## config.mk

```make
export PLATFORM = sky130hd
export DESIGN_NAME = rtsp_ctrl
export DESIGN_NICKNAME = d
export VERILOG_FILES = /design/src/hw/rtl/rtsp_pkg.sv /design/src/hw/rtl/rtsp_ctrl.sv
export SDC_FILE = /design/constraint.sdc
export NUM_CORES = 1
export LEC_CHECK = 0
export BUFFER_PORTS_ARGS = -buffer_cell sky130_fd_sc_hd__buf_4
export CORE_UTILIZATION = 50
export DETAILED_ROUTE_END_ITERATION = 16
export GPL_TIMING_DRIVEN = 1
export HOLD_SLACK_MARGIN = 0.12
export PLACE_DENSITY_LB_ADDON = 0.25
export SYNTH_ARGS = -nofsm -noshare
export SYNTH_HDL_FRONTEND = slang
export SYNTH_SLANG_ARGS = --single-unit
```

## constraint.sdc

```tcl
create_clock -name clk -period 2 [get_ports clk]
set_clock_uncertainty 0.05 [all_clocks]
set_input_delay 0.2 -clock clk [delete_from_list [all_inputs] [get_ports clk]]
set_output_delay 0.2 -clock clk [all_outputs]
set_load 0.05 [all_outputs]
```

## src/hw/rtl/rtsp_pkg.sv

```systemverilog
package rtsp_pkg;

    localparam int MAX_NODES = 64;
    localparam int MAX_EDGES = 1024;
    localparam int NODE_W    = 7;
    localparam int NIDX_W    = 6;
    localparam int EIDX_W    = 10;
    localparam int ECNT_W    = 11;
    localparam int WEIGHT_W  = 16;
    localparam int DIST_W    = 22;
    localparam int TOTAL_W   = 29;
    localparam int EDGE_W    = 2 * NODE_W + WEIGHT_W;

    localparam logic [1:0] KIND_ADD   = 2'd0;
    localparam logic [1:0] KIND_RUN   = 2'd1;
    localparam logic [1:0] KIND_CLEAR = 2'd2;

    typedef struct packed {
        logic [1:0]          kind;
        logic [NODE_W-1:0]   from_node;
        logic [NODE_W-1:0]   to_node;
        logic [WEIGHT_W-1:0] weight;
    } in_item_t;

    typedef struct packed {
        logic [NODE_W-1:0]  node;
        logic [DIST_W-1:0]  dist_there;
        logic [DIST_W-1:0]  dist_back;
        logic               there_reached;
        logic               back_reached;
        logic [TOTAL_W-1:0] round_trip_total;
        logic               edge_overflow;
        logic               last;
    } out_item_t;

    typedef enum logic [3:0] {
        ST_IDLE,
        ST_INIT,
        ST_SCAN,
        ST_SCAN_WAIT,
        ST_SCAN_END,
        ST_EDGE,
        ST_EDGE_WAIT,
        ST_EDGE_END,
        ST_OUT_RD,
        ST_OUT_WAIT,
        ST_OUT_SEND
    } state_t;

    // Commands from the controller to the datapath.
    typedef struct packed {
        logic init;        // mark only the start node reached and clear done marks for the pass
        logic scan;        // read node scan_idx for the minimum search
        logic scan_end;    // commit the chosen node as done
        logic edge_rd;     // read edge edge_idx
        logic edge_relax;  // look up the edge read in the previous cycle
        logic out_rd;      // read both distances of node out_idx
        logic out_load;    // load the result register
        logic rev;
    } cmd_t;

    typedef struct packed {
        logic found;       // a node was picked by the last scan
        logic out_full;
    } stat_t;

endpackage

```

## src/hw/rtl/rtsp_ctrl.sv

```systemverilog
module rtsp_ctrl (
    input  logic                       clk,
    input  logic                       rst_n,
    input  logic                       start,
    input  logic [rtsp_pkg::NODE_W-1:0] n,
    input  logic [rtsp_pkg::ECNT_W-1:0] edge_total,
    input  rtsp_pkg::stat_t            stat,
    output rtsp_pkg::cmd_t             cmd,
    output logic                       busy,
    output logic [rtsp_pkg::NIDX_W-1:0] scan_idx,
    output logic [rtsp_pkg::EIDX_W-1:0] edge_idx,
    output logic [rtsp_pkg::NIDX_W-1:0] out_idx,
    output logic                       out_last
);
    import rtsp_pkg::*;

    state_t            state_reg, state_next;
    logic              rev_reg, rev_next;
    logic [NODE_W-1:0] cnt_reg, cnt_next;
    logic [NODE_W-1:0] iter_reg, iter_next;
    logic [ECNT_W-1:0] ecnt_reg, ecnt_next;

    always_ff @(posedge clk or negedge rst_n)
    begin
        if (!rst_n)
        begin
            state_reg <= ST_IDLE;
            rev_reg   <= 1'b0;
            cnt_reg   <= '0;
            iter_reg  <= '0;
            ecnt_reg  <= '0;
        end
        else
        begin
            state_reg <= state_next;
            rev_reg   <= rev_next;
            cnt_reg   <= cnt_next;
            iter_reg  <= iter_next;
            ecnt_reg  <= ecnt_next;
        end
    end

    assign scan_idx = cnt_reg[NIDX_W-1:0];
    assign out_idx  = cnt_reg[NIDX_W-1:0];
    assign edge_idx = ecnt_reg[EIDX_W-1:0];
    assign out_last = (cnt_reg + 7'd1) == n;
    assign busy     = state_reg != ST_IDLE;

    always_comb
    begin
        state_next = state_reg;
        rev_next   = rev_reg;
        cnt_next   = cnt_reg;
        iter_next  = iter_reg;
        ecnt_next  = ecnt_reg;
        cmd        = '0;
        cmd.rev    = rev_reg;
        case (state_reg)
            ST_IDLE:
            begin
                if (start)
                begin
                    rev_next   = 1'b0;
                    state_next = ST_INIT;
                end
            end
            ST_INIT:
            begin
                cmd.init   = 1'b1;
                cnt_next   = '0;
                iter_next  = '0;
                state_next = ST_SCAN;
            end
            ST_SCAN:
            begin
                cmd.scan = 1'b1;
                cnt_next = cnt_reg + 7'd1;
                if (cnt_reg + 7'd1 == n)
                begin
                    state_next = ST_SCAN_WAIT;
                end
            end
            ST_SCAN_WAIT:
            begin
                // The compare for the last node read lands in this cycle.
                state_next = ST_SCAN_END;
            end
            ST_SCAN_END:
            begin
                cmd.scan_end = 1'b1;
                ecnt_next    = '0;
                if (!stat.found)
                begin
                    state_next = ST_EDGE_END;
                end
                else if (edge_total == '0)
                begin
                    state_next = ST_EDGE_END;
                end
                else
                begin
                    state_next = ST_EDGE;
                end
            end
            ST_EDGE:
            begin
                // One edge read per cycle; the distance read for the previous
                // edge overlaps with this read and its compare follows later.
                cmd.edge_rd    = 1'b1;
                cmd.edge_relax = ecnt_reg != '0;
                ecnt_next      = ecnt_reg + 11'd1;
                if (ecnt_reg + 11'd1 == edge_total)
                begin
                    state_next = ST_EDGE_WAIT;
                end
            end
            ST_EDGE_WAIT:
            begin
                cmd.edge_relax = 1'b1;
                state_next     = ST_EDGE_END;
            end
            ST_EDGE_END:
            begin
                iter_next = iter_reg + 7'd1;
                cnt_next  = '0;
                if (!stat.found || iter_reg + 7'd1 == n)
                begin
                    if (rev_reg)
                    begin
                        state_next = ST_OUT_RD;
                    end
                    else
                    begin
                        rev_next   = 1'b1;
                        state_next = ST_INIT;
                    end
                end
                else
                begin
                    state_next = ST_SCAN;
                end
            end
            ST_OUT_RD:
            begin
                cmd.out_rd = 1'b1;
                state_next = ST_OUT_WAIT;
            end
            ST_OUT_WAIT:
            begin
                state_next = ST_OUT_SEND;
            end
            ST_OUT_SEND:
            begin
                if (!stat.out_full)
                begin
                    cmd.out_load = 1'b1;
                    cnt_next     = cnt_reg + 7'd1;
                    state_next   = out_last ? ST_IDLE : ST_OUT_RD;
                end
            end
            default:
            begin
                state_next = ST_IDLE;
            end
        endcase
    end
endmodule

```

==> results of run 1 <==
[cells in the mapped netlist, types with 4 or more instances]
library cell,number
dfrtp_1,30
a22o_1,10
a211oi_1,4
a21oi_1,12
xnor2_1,16
xor2_1,14
buf_2,7
nor4_1,5
and3_1,5
nand3_1,15
nand4_1,6
o21ai_1,8
nor2_1,19
o31ai_1,4
o21ai_0,22
clkbuf_1,11
nand2_1,34
inv_1,9
a31oi_1,4
nand2b_1,9
o22ai_1,4
buf_4,24
ha_1,4
nor3_1,12
[worst paths after layout]
check | start | endpoint | slack [ns] | depth (start not counted)
worst min-delay path | start | rev_reg | 0.14 | 4
worst min register to register | iter_reg[6] | iter_reg[6] | 0.45 | 1
worst max-delay path | cnt_reg[1] | out_last | -0.13 | 7
worst max register to register | cnt_reg[1] | state_reg[1] | -0.10 | 8
max in group asynchronous | rst_n | state_reg[1] | 1.23 | 2
min in group asynchronous | rst_n | cnt_reg[1] | 0.34 | 2
[placed cells by master (no fill, tap or decap), types with 3 or more instances in the layout]
cell type | Yosys | layout
a211oi_2 | 1 | 3
a21o_1 | 3 | 3
a21oi_1 | 12 | 9
a21oi_2 | 0 | 3
a22o_1 | 10 | 9
a31oi_1 | 4 | 4
and3_1 | 5 | 4
buf_4 | 24 | 91
buf_6 | 2 | 4
clkbuf_8 | 0 | 6
dfrtp_1 | 30 | 25
dfrtp_2 | 0 | 5
inv_1 | 9 | 9
nand2_1 | 34 | 34
nand2b_1 | 9 | 8
nand3_1 | 15 | 15
nand4_1 | 6 | 6
nand4b_1 | 3 | 3
nor2_1 | 19 | 19
nor3_1 | 12 | 9
nor3_2 | 1 | 4
nor4_1 | 5 | 3
o21ai_0 | 22 | 22
o21ai_1 | 8 | 8
o22ai_1 | 4 | 4
o31ai_1 | 4 | 3
o32a_1 | 3 | 3
o41ai_1 | 3 | 3
xnor2_1 | 16 | 16
xor2_1 | 14 | 14
[power groups by stage]
stage | clock (mW) | combinational [mW] | sequential, mW
6_report | 0.528 | 3.08 | 1.01
5_1_grt | 0.555 | 3.28 | 1.03
4_1_cts | 0.526 | 2.99 | 0.987
3_5_place_dp | 0 | 2.87 | 1.01
3_3_place_gp | 0 | 2.82 | 0.997
2_1_floorplan | 0 | 2.14 | 0.920
[layout make-up]
class	instances	area, µm²
tap	70	87.6
fill	428	1700
clock inverter	1	5.00
multi-input combinational	254	1760
clock buffer	7	86.3
sequential	30	757
timing repair buffer	97	748
inverter	9	33.8
[stage by stage]
stage	setup slack [ns]	hold WS, ns	cells
after global routing	-0.213	0.179	468
final	-0.134	0.142	468
after global placement	0.0599	0.112	454
after detailed placement	-0.0318	0.114	454
after CTS	-0.0782	0.155	468
after floorplan	-0.0714	-0.146	337
[routing by layer]
metal,global-route usage (%),share of wire [%]
met5,0,0
met4,11.1,1.5
met3,5.16,7.7
met2,48.0,49
met1,36.8,42
[repair_timing]
| item | 4_1_cts | 5_1_grt |
|---|---|---|
| setup endpoints to repair | 4 | 8 |
| gates resized for setup | 9 | 15 |
| hold buffers | 2 | 0 |
| hold endpoints to repair | 31 | 0 |
| pin swaps | 4 | 5 |
| buffers inserted | 4 | 0 |
[cell families after synthesis]
kind of cell    count (synthesis)
simple gates                  128
mux                             1
compound gates                 89
fa+ha+maj                       4
xor+xnor                       32
buf+inv                        53
flops                          30
[worst register-to-register path, cell delays in order, from the launching register on]
cell      delay [ns]
dfrtp_1         0.41
ha_4            0.17
nand4_1         0.13
or3_4           0.37
a21oi_2         0.14
o221ai_2        0.12
buf_4           0.15
a22o_4          0.25
a31o_1          0.19
==> summary.txt, run 1 <==
Power and ir drop
  – Clock network fraction of total power: 11.4%
  – Net Sw Power: 2.34 mW
  – Flop pwr share: 21.8%
  – Sw Ratio: 50.6%
  – Leak: 1.52 nW
  – Comb pwr share: 66.8%
  – Pwr Density: 1330 nW/µm²
  – Final total power: 4.62 mW
  – Int Pwr: 2.28 mW
  – Worst IR Drop VDD: 0.979 mV

Floorplan
  – Core area: a little over 5000 µm²
  – Starting Density: 52.4%
  – Row cnt: 26
  – Die Y: 75.6 µm
  – I/O pins: 55
  – Die X: 75.6 µm
  – Die area: 5720 µm²

Min path
  – Worst hold path type: in2reg

CTS
  – Worst-skew pair later-pin latency: 0.29 ns
  – TritonCTS clock tree: built
  – Clock sinks: 30
  – Reg clk slew, reported paths: approximately 0.07 ns
  – Htree depth: 2
  – Root Buffer Master: clkbuf_8
  – CTS Buf Count: 5
  – CTS Buffer Depth: 2

Worst setup path
  – Crit path kind: reg2out
  – Critical Path Start Type: flop
  – Worst path arrival time: 1.88 ns
  – Crit-path cells: ha_4 -> nand4_1 -> or3_4 -> a21oi_2 -> o221ai_2 -> inv_1 -> buf_6
  – Critical Path Sink Type: output pin
  – Crit path max fanout: 4
  – Slowest stage cell, crit path: dfrtp_1
  – Crit-path max cell delay: 0.41 ns
  – Crit path buf inv count: 2
  – Worst EP required: 1.75 ns
  – Crit-path leading delay family: simple AND/OR/NAND/NOR gates

Status
  – Status: complete, but fails checks
  – Failing checks: negative setup slack

Logic synthesis
  – Seq/Total Area, Yosys: 27.7%
  – Mapped Nets: 364
  – Synth Area in Adders: 1.85%
  – Cell variety after synth: 57
  – Cells after synthesis: 337
  – Yosys reg bits: 30
  – Yosys top cell area share: 27.7%
  – Post-Synth Simple-Gate Area: 25.0%
  – Ys Warns: 0
  – Main synth FF type: dfrtp_1
  – Netlist Area Pre-Place: 2710 µm²
  – EDFF count, synth: 0
  – Synth area leader: dfrtp_1
  – XOR/XNOR Fraction of Synth Area: 11.4%
  – Synth top area cells: dfrtp_1, buf_4, xnor2_1
  – Largest family of logic cells by synthesized area: simple AND/OR/NAND/NOR gates
  – Mux share of post-synthesis cell area: 0.370%
  – Compound-Gate Fraction of Synth Area: around 22%
  – Syn_area_per_cell: ~8 µm²
  – Post-synth ARST share: 100%

Flow run
  – Max-cap violations: 0

GRT
  – Global Route Usage Sum: around 29%
  – First-pass GRT wire length: 12.3 mm
  – Largest net degree at the start of global routing: 31
  – Total global routing overflow: 0
  – Initial antenna violation count: 0
  – Number of global-route vias before repair: 2645

Final layout
  – Area growth, synth to finish: 28.3%
  – Final core area utilization: 67.2%
  – # diodes: 0
  – Max FFs per register: 11
  – Fraction of layout cells with a size suffix above 1: ~33%
  – Design Area, Final: between 3000 and 4000 µm²
  – Final Net Count: ~420

Timing
  – Fmax: 469 MHz
  – Final WS setup: -0.134 ns
  – Relative slew slack: around 72%
  – Worst Tran Pin Value: slightly above 0.4 ns
  – Final setup fails: 4
  – Slew Viols, Final: 0
  – Final Hold Fails: 0
  – RSZ-0062 raised after global routing: yes
  – Total negative slack: -0.317 ns
  – Min Tclk post-route: 2.13 ns
  – Final period util: 107%

Place
  – Post-DP Area: 3230 µm²
  – DP Wirelength: about 5.7 mm
  – GPL Wtd Cong: 0.931
  – Buffers on Ports: 54

Routing
  – Drt wl/cell: 16.8 µm
  – Iteration-0 DRC count of the detailed router: approximately 230
  – Final ANT Viol Nets: 0
  – Initial DRT Pass Iterations: 5
  – Routed vias/inst: 6.06
  – Final WL: 7.86 mm
  – Via count: 2834
  – DR DRC count: 0
Power figures use the tool's default switching activity.
==> inputs of run 2 (changes only) <==
Settings changed: RECOVER_POWER from default to 100.
==> summary.txt, run 2 (same netlist as run 1, synthesis figures left out) <==
Status
  – Status: complete, but fails checks
  – Failing checks: negative setup slack

Min path
  – Worst hold path type: in2reg

Routing
  – Final WL: 7.95 mm (+1.1%)
  – Via count: 2853 (+0.67%)
  – Iteration-0 DRC count of the detailed router: 269 (+15%)
  – Drt wl/cell: 17.0 µm (+1.1%)
  – Initial DRT Pass Iterations: 5 (unchanged)
  – DR DRC count: 0 (unchanged)
  – Routed vias/inst: 6.10 (+0.67%)
  – Final ANT Viol Nets: 0 (unchanged)

Final layout
  – Most frequent cells in the layout: buf_4, nand2_1, clkbuf_1, dfrtp_1, o21ai_0
  – Fraction of layout cells with a size suffix above 1: 26.4% (-6.8 points)
  – Filler cell count: 455 (+6.3%)
  – Multi-input gate area: 1750 µm² (-0.64%)
  – Max FFs per register: 11 (unchanged)
  – # diodes: 0 (unchanged)
  – Area growth, synth to finish: 24.1%
  – Final Net Count: 424 (unchanged)
  – Commonest non-fill, non-tap cell in the layout: buf_4
  – Reg area: 756 µm² (-0.17%)

Worst setup path
  – Crit path max fanout: 4 (unchanged)
  – Critical Path Sink Type: output pin
  – Worst EP required: 1.75 ns (about the same)
  – Critical Path Start Type: flop
  – Worst path arrival time: 1.89 ns (about the same)
  – Crit path kind: reg2out

Timing
  – Final setup fails: 4 (unchanged)
  – Relative slew slack: 45.4% (-27 points)
  – Slew Viols, Final: 0 (unchanged)
  – Fmax: 467 MHz (-0.38%)
  – Final period util: 107% (+0.41 points)
  – RSZ-0062 raised after global routing: yes
  – Final Hold Fails: 0 (unchanged)
  – Total negative slack: -0.365 ns (-0.0478 ns)
  – Min Tclk post-route: 2.14 ns (+0.00812 ns)
  – Final WS setup: -0.142 ns (-0.00812 ns)
  – Worst Tran Pin Value: 0.818 ns (+0.404 ns)

GRT
  – Number of global-route vias before repair: 2645 (unchanged)
  – Initial antenna violation count: 0 (unchanged)
  – Total global routing overflow: 0 (unchanged)
  – First-pass GRT wire length: 12.3 mm (unchanged)
  – Global Route Usage Sum: 28.7% (unchanged)
  – Largest net degree at the start of global routing: 31 (unchanged)

CTS
  – Htree depth: 2 (unchanged)
  – CTS Buf Count: 5 (unchanged)
  – TritonCTS clock tree: built
  – Root Buffer Master: clkbuf_8
  – Reg clk slew, reported paths: 0.07 ns (about the same)
  – CTS Buffer Depth: 2 (unchanged)
  – Clock sinks: 30 (unchanged)
  – Worst-skew pair later-pin latency: 0.29 ns (about the same)

Floorplan
  – Row cnt: 26 (unchanged)
  – Die X: 75.6 µm (unchanged)
  – Core area: 5170 µm² (unchanged)
  – Die Y: 75.6 µm (unchanged)
  – Die area: 5720 µm² (unchanged)
  – I/O pins: 55 (unchanged)
  – Starting Density: 52.4% (unchanged)

Power and ir drop
  – Pwr Density: 1320 nW/µm² (-0.60%)
  – Final total power: 4.44 mW (-3.9%)
  – Worst IR Drop VDD: 0.920 mV (-6.0%)
  – Leak: 1.42 nW (-6.7%)

Place
  – DP Wirelength: 5.66 mm (unchanged)
  – GPL Wtd Cong: 0.931 (unchanged)
  – Buffers on Ports: 54 (unchanged)

Flow run
  – Max-cap violations: 0 (unchanged)
run 2: changes by cell type in the layout (fill, tap and decap cells not counted), sizes merged:
cell	change
buf	-28
clkbuf	+28
run 2: repair_timing:
action / 4_1_cts / 5_1_grt
endpoints found under the setup margin: 4 / 8
hold buffers: 2 / 0
setup buffers: 4 / 0
gates resized for setup: 9 / 15
pin swaps: 4 / 5
cloned: 0 / 0
hold endpoints to repair: 31 / 0
run 2: final timing paths:
path                              from      endpoint  slack (ns)  depth (start not counted)
max                         cnt_reg[1]      out_last       -0.14                          7
min                              start       rev_reg        0.14                          4
max reg2reg                 cnt_reg[1]  state_reg[1]       -0.12                          8
min reg2reg                iter_reg[6]   iter_reg[6]        0.45                          1
max in group asynchronous        rst_n  state_reg[1]        0.84                          2
min in group asynchronous        rst_n    cnt_reg[1]        0.49                          2
run 2: final cells by class:
type | instances | share of cell area (%)
multi-input combinational | 254 | 52.0
sequential | 30 | 22.5
timing repair buffer | 97 | 19.2
tap | 70 | 2.61
clock buffer | 7 | 2.57
inverter | 9 | 1.00
clock inverter | 1 | 0.149
run 2: where the power goes:
part	switching (mW)	internal (mW)	leakage, nW
logic	1.84	1.06	0.988
registers	0.230	0.775	0.385
clock network	0.248	0.278	0.0482
total	2.32	2.11	1.42
run 2: layer usage:
metal,routed length [µm],GRT usage (%),vias to the layer above
li1,-,-,1314
met1,3410,36.8,1365
met2,3800,48.0,153
met3,568,5.16,21
met4,177,11.1,0
met5,0,0,-
run 2: worst max-delay path, stage by stage (launching register included):
cell and delay (ns):
dfrtp_1 0.41, ha_4 0.17, nand4_1 0.13, or3_4 0.37, a21oi_2 0.14, o221ai_2 0.12
inv_1 0.09, buf_6 0.16
run 2: stage by stage:
step                util (%)  cell area, µm²  setup slack (ns)  hold slack, ns  cells
detailed placement      62.5            3230           -0.0318           0.114    454
global placement        62.5            3230            0.0599           0.112    454
CTS                     66.0            3410           -0.0782           0.155    468
global route            65.0            3360            -0.213           0.179    468
floorplan                  -            2740           -0.0714          -0.146    337
finish                  65.0            3360            -0.142           0.142    468
==> inputs of run 3 (changes only) <==
Settings changed: CELL_PAD_IN_SITES_DETAIL_PLACEMENT from default to 0, CELL_PAD_IN_SITES_GLOBAL_PLACEMENT from default to 1, CORE_UTILIZATION 50 to 37.
==> summary.txt, run 3 (same netlist as run 1, synthesis figures left out) <==
Routing
  – Routed vias/inst: 5.35 (-12%)
  – Final ANT Viol Nets: 0 (unchanged)
  – Final WL: 7.63 mm (-4.0%)
  – Drt wl/cell: 15.4 µm (-9.6%)
  – Iteration-0 DRC count of the detailed router: 164 (-39%)
  – DR DRC count: 0 (unchanged)
  – Via count: 2658 (-6.8%)
  – Initial DRT Pass Iterations: 4 (-1)

CTS
  – Worst-skew pair later-pin latency: 0.29 ns (about the same)
  – Htree depth: 2 (unchanged)
  – Reg clk slew, reported paths: 0.07 ns (about the same)
  – Root Buffer Master: clkbuf_8
  – Clock sinks: 30 (unchanged)
  – CTS Buffer Depth: 2 (unchanged)
  – TritonCTS clock tree: built
  – CTS Buf Count: 5 (unchanged)

Worst setup path
  – Crit-path cells: ha_4 -> nand4_1 -> or3_4 -> a21oi_4 -> o221ai_2 -> buf_4 -> a22o_4 -> a31o_1
  – Worst path arrival time: 2.24 ns (+0.35 ns)
  – Worst r2r src: cnt_reg[1]
  – Crit path max fanout: 4 (unchanged)
  – Worst reg2reg setup slack: -0.12 ns (about the same)
  – Critical Path Sink Type: flop
  – Critical Path Start Type: flop
  – Crit path kind: reg2reg
  – R2R depth: 8 (unchanged)
  – Worst EP required: 2.12 ns (+0.37 ns)
  – Slowest stage cell, crit path: dfrtp_1
  – Crit-path max cell delay: 0.40 ns (about the same)
  – Worst R2R End: state_reg[1]

GRT
  – First-pass GRT wire length: 12.3 mm (+0.34%)
  – Number of global-route vias before repair: 2533 (-4.2%)
  – Largest net degree at the start of global routing: 31 (unchanged)
  – Global Route Usage Sum: 21.1% (-7.5 points)
  – Initial antenna violation count: 0 (unchanged)
  – Total global routing overflow: 0 (unchanged)

Status
  – Failing checks: negative setup slack
  – Status: complete, but fails checks

Final layout
  – # diodes: 0 (unchanged)
  – Max FFs per register: 11 (unchanged)
  – Commonest non-fill, non-tap cell in the layout: buf_4
  – Final Net Count: 427 (+0.71%)
  – Area growth, synth to finish: 27.7%
  – Fraction of layout cells with a size suffix above 1: 27.4% (+1.0 points)
  – Most frequent cells in the layout: buf_4, nand2_1, dfrtp_1
  – Final core area utilization: 49.8% (-15 points)

Place
  – GPL Wtd Cong: 0.873 (-6.2%)
  – DP Wirelength: 5.74 mm (+1.3%)
  – Setup WS pre-CTS: -0.0137 ns (+0.0181 ns)
  – Buffers on Ports: 54 (unchanged)

Floorplan
  – Die X: 87.6 µm (+16%)
  – Core area: 6940 µm² (+34%)
  – Starting Density: 39.0% (-13 points)
  – Row cnt: 30 (+15%)
  – Die area: 7670 µm² (+34%)
  – I/O pins: 55 (unchanged)
  – Die Y: 87.6 µm (+16%)

Power and ir drop
  – Worst IR Drop VDD: 0.672 mV (-27%)
  – Leak: 1.45 nW (+1.9%)
  – Pwr Density: 1310 nW/µm² (-0.46%)

Timing
  – Worst hold slack: 0.150 ns (+0.00831 ns)
  – Slew Viols, Final: 0 (unchanged)
  – Relative slew slack: 46.1% (+0.68 points)
  – Fmax: 472 MHz (+1.2%)
  – Final setup fails: 6 (+2)
  – Final period util: 106% (-1.3 points)
  – Worst Tran Pin Value: 0.808 ns (-0.0102 ns)
  – Final WS setup: -0.117 ns (+0.0252 ns)
  – Min Tclk post-route: 2.12 ns (-0.0252 ns)
  – Final Hold Fails: 0 (unchanged)
  – RSZ-0062 raised after global routing: yes

Min path
  – Hold path startpoint: start
  – Worst hold path type: in2reg
  – WHS Path Cells: 4 (unchanged)
  – Hold Path Sink: rev_reg

Flow run
  – Max-cap violations: 0 (unchanged)
## run 3: metrics by stage
stage / power (mW) / cell area [µm²] / instances / setup TNS (ns)
floorplan: 3.06 / 2740 / 337 / -0.115
detailed placement: 3.89 / 3300 / 485 / -0.0137
CTS: 4.62 / 3500 / 497 / -0.159
finish: 4.55 / 3460 / 497 / -0.455
global placement: 3.88 / 3300 / 485 / 0
global route: 4.87 / 3460 / 497 / -2.47
## run 3: critical path: cells and delay by family (launching register included)
kind | cells | cell delay [ns]
AOI/OAI and AO/OA | 4 | 0.73
adders and majority gates | 1 | 0.16
and+or+nand+nor | 2 | 0.48
buffers and inverters | 1 | 0.17
DFF | 1 | 0.40
## run 3: cell type report
| type | count | area [µm²] |
|---|---|---|
| clock buffer | 7 | 86.3 |
| tap | 96 | 120 |
| timing repair buffer | 100 | 661 |
| multi-input combinational | 254 | 1780 |
| sequential | 30 | 753 |
| clock inverter | 1 | 30.0 |
| fill | 715 | 3480 |
| inverter | 9 | 33.8 |
## run 3: report_power, final
part / total [mW] / internal [mW] / switching [mW] / leakage (nW)
combinational: 2.92 / 1.07 / 1.85 / 1.00
sequential: 0.978 / 0.771 / 0.207 / 0.386
clock: 0.646 / 0.406 / 0.240 / 0.0585
total: 4.55 / 2.25 / 2.30 / 1.45
## run 3: what timing repair did
item,CTS,global route
pin swaps,4,1
setup buffers,2,0
hold endpoints to repair,31,0
cloned,0,0
hold buffers,2,0
setup endpoints to repair,4,7
gates resized for setup,10,14
## run 3: how the worst max path moves through the flow
stage | from | endpoint | slack (ns) | depth (start not counted)
floorplan | state_reg[2] | cnt_reg[3] | -0.07 | 6
global placement | cnt_reg[0] | state_reg[3] | 0.07 | 7
detailed placement | cnt_reg[1] | state_reg[3] | -0.01 | 7
CTS | cnt_reg[1] | out_last | -0.1 | 7
global route | cnt_reg[1] | out_last | -0.22 | 7
finish | cnt_reg[1] | state_reg[1] | -0.12 | 8
## run 3: metal layers
layer	track usage [%]	vias to the layer above	part of all wire, %
met2	34.9	62	49
met5	0	-	0
li1	-	1318	-
met1	28.5	1274	45
met4	7.00	0	0.85
met3	2.92	4	4.6
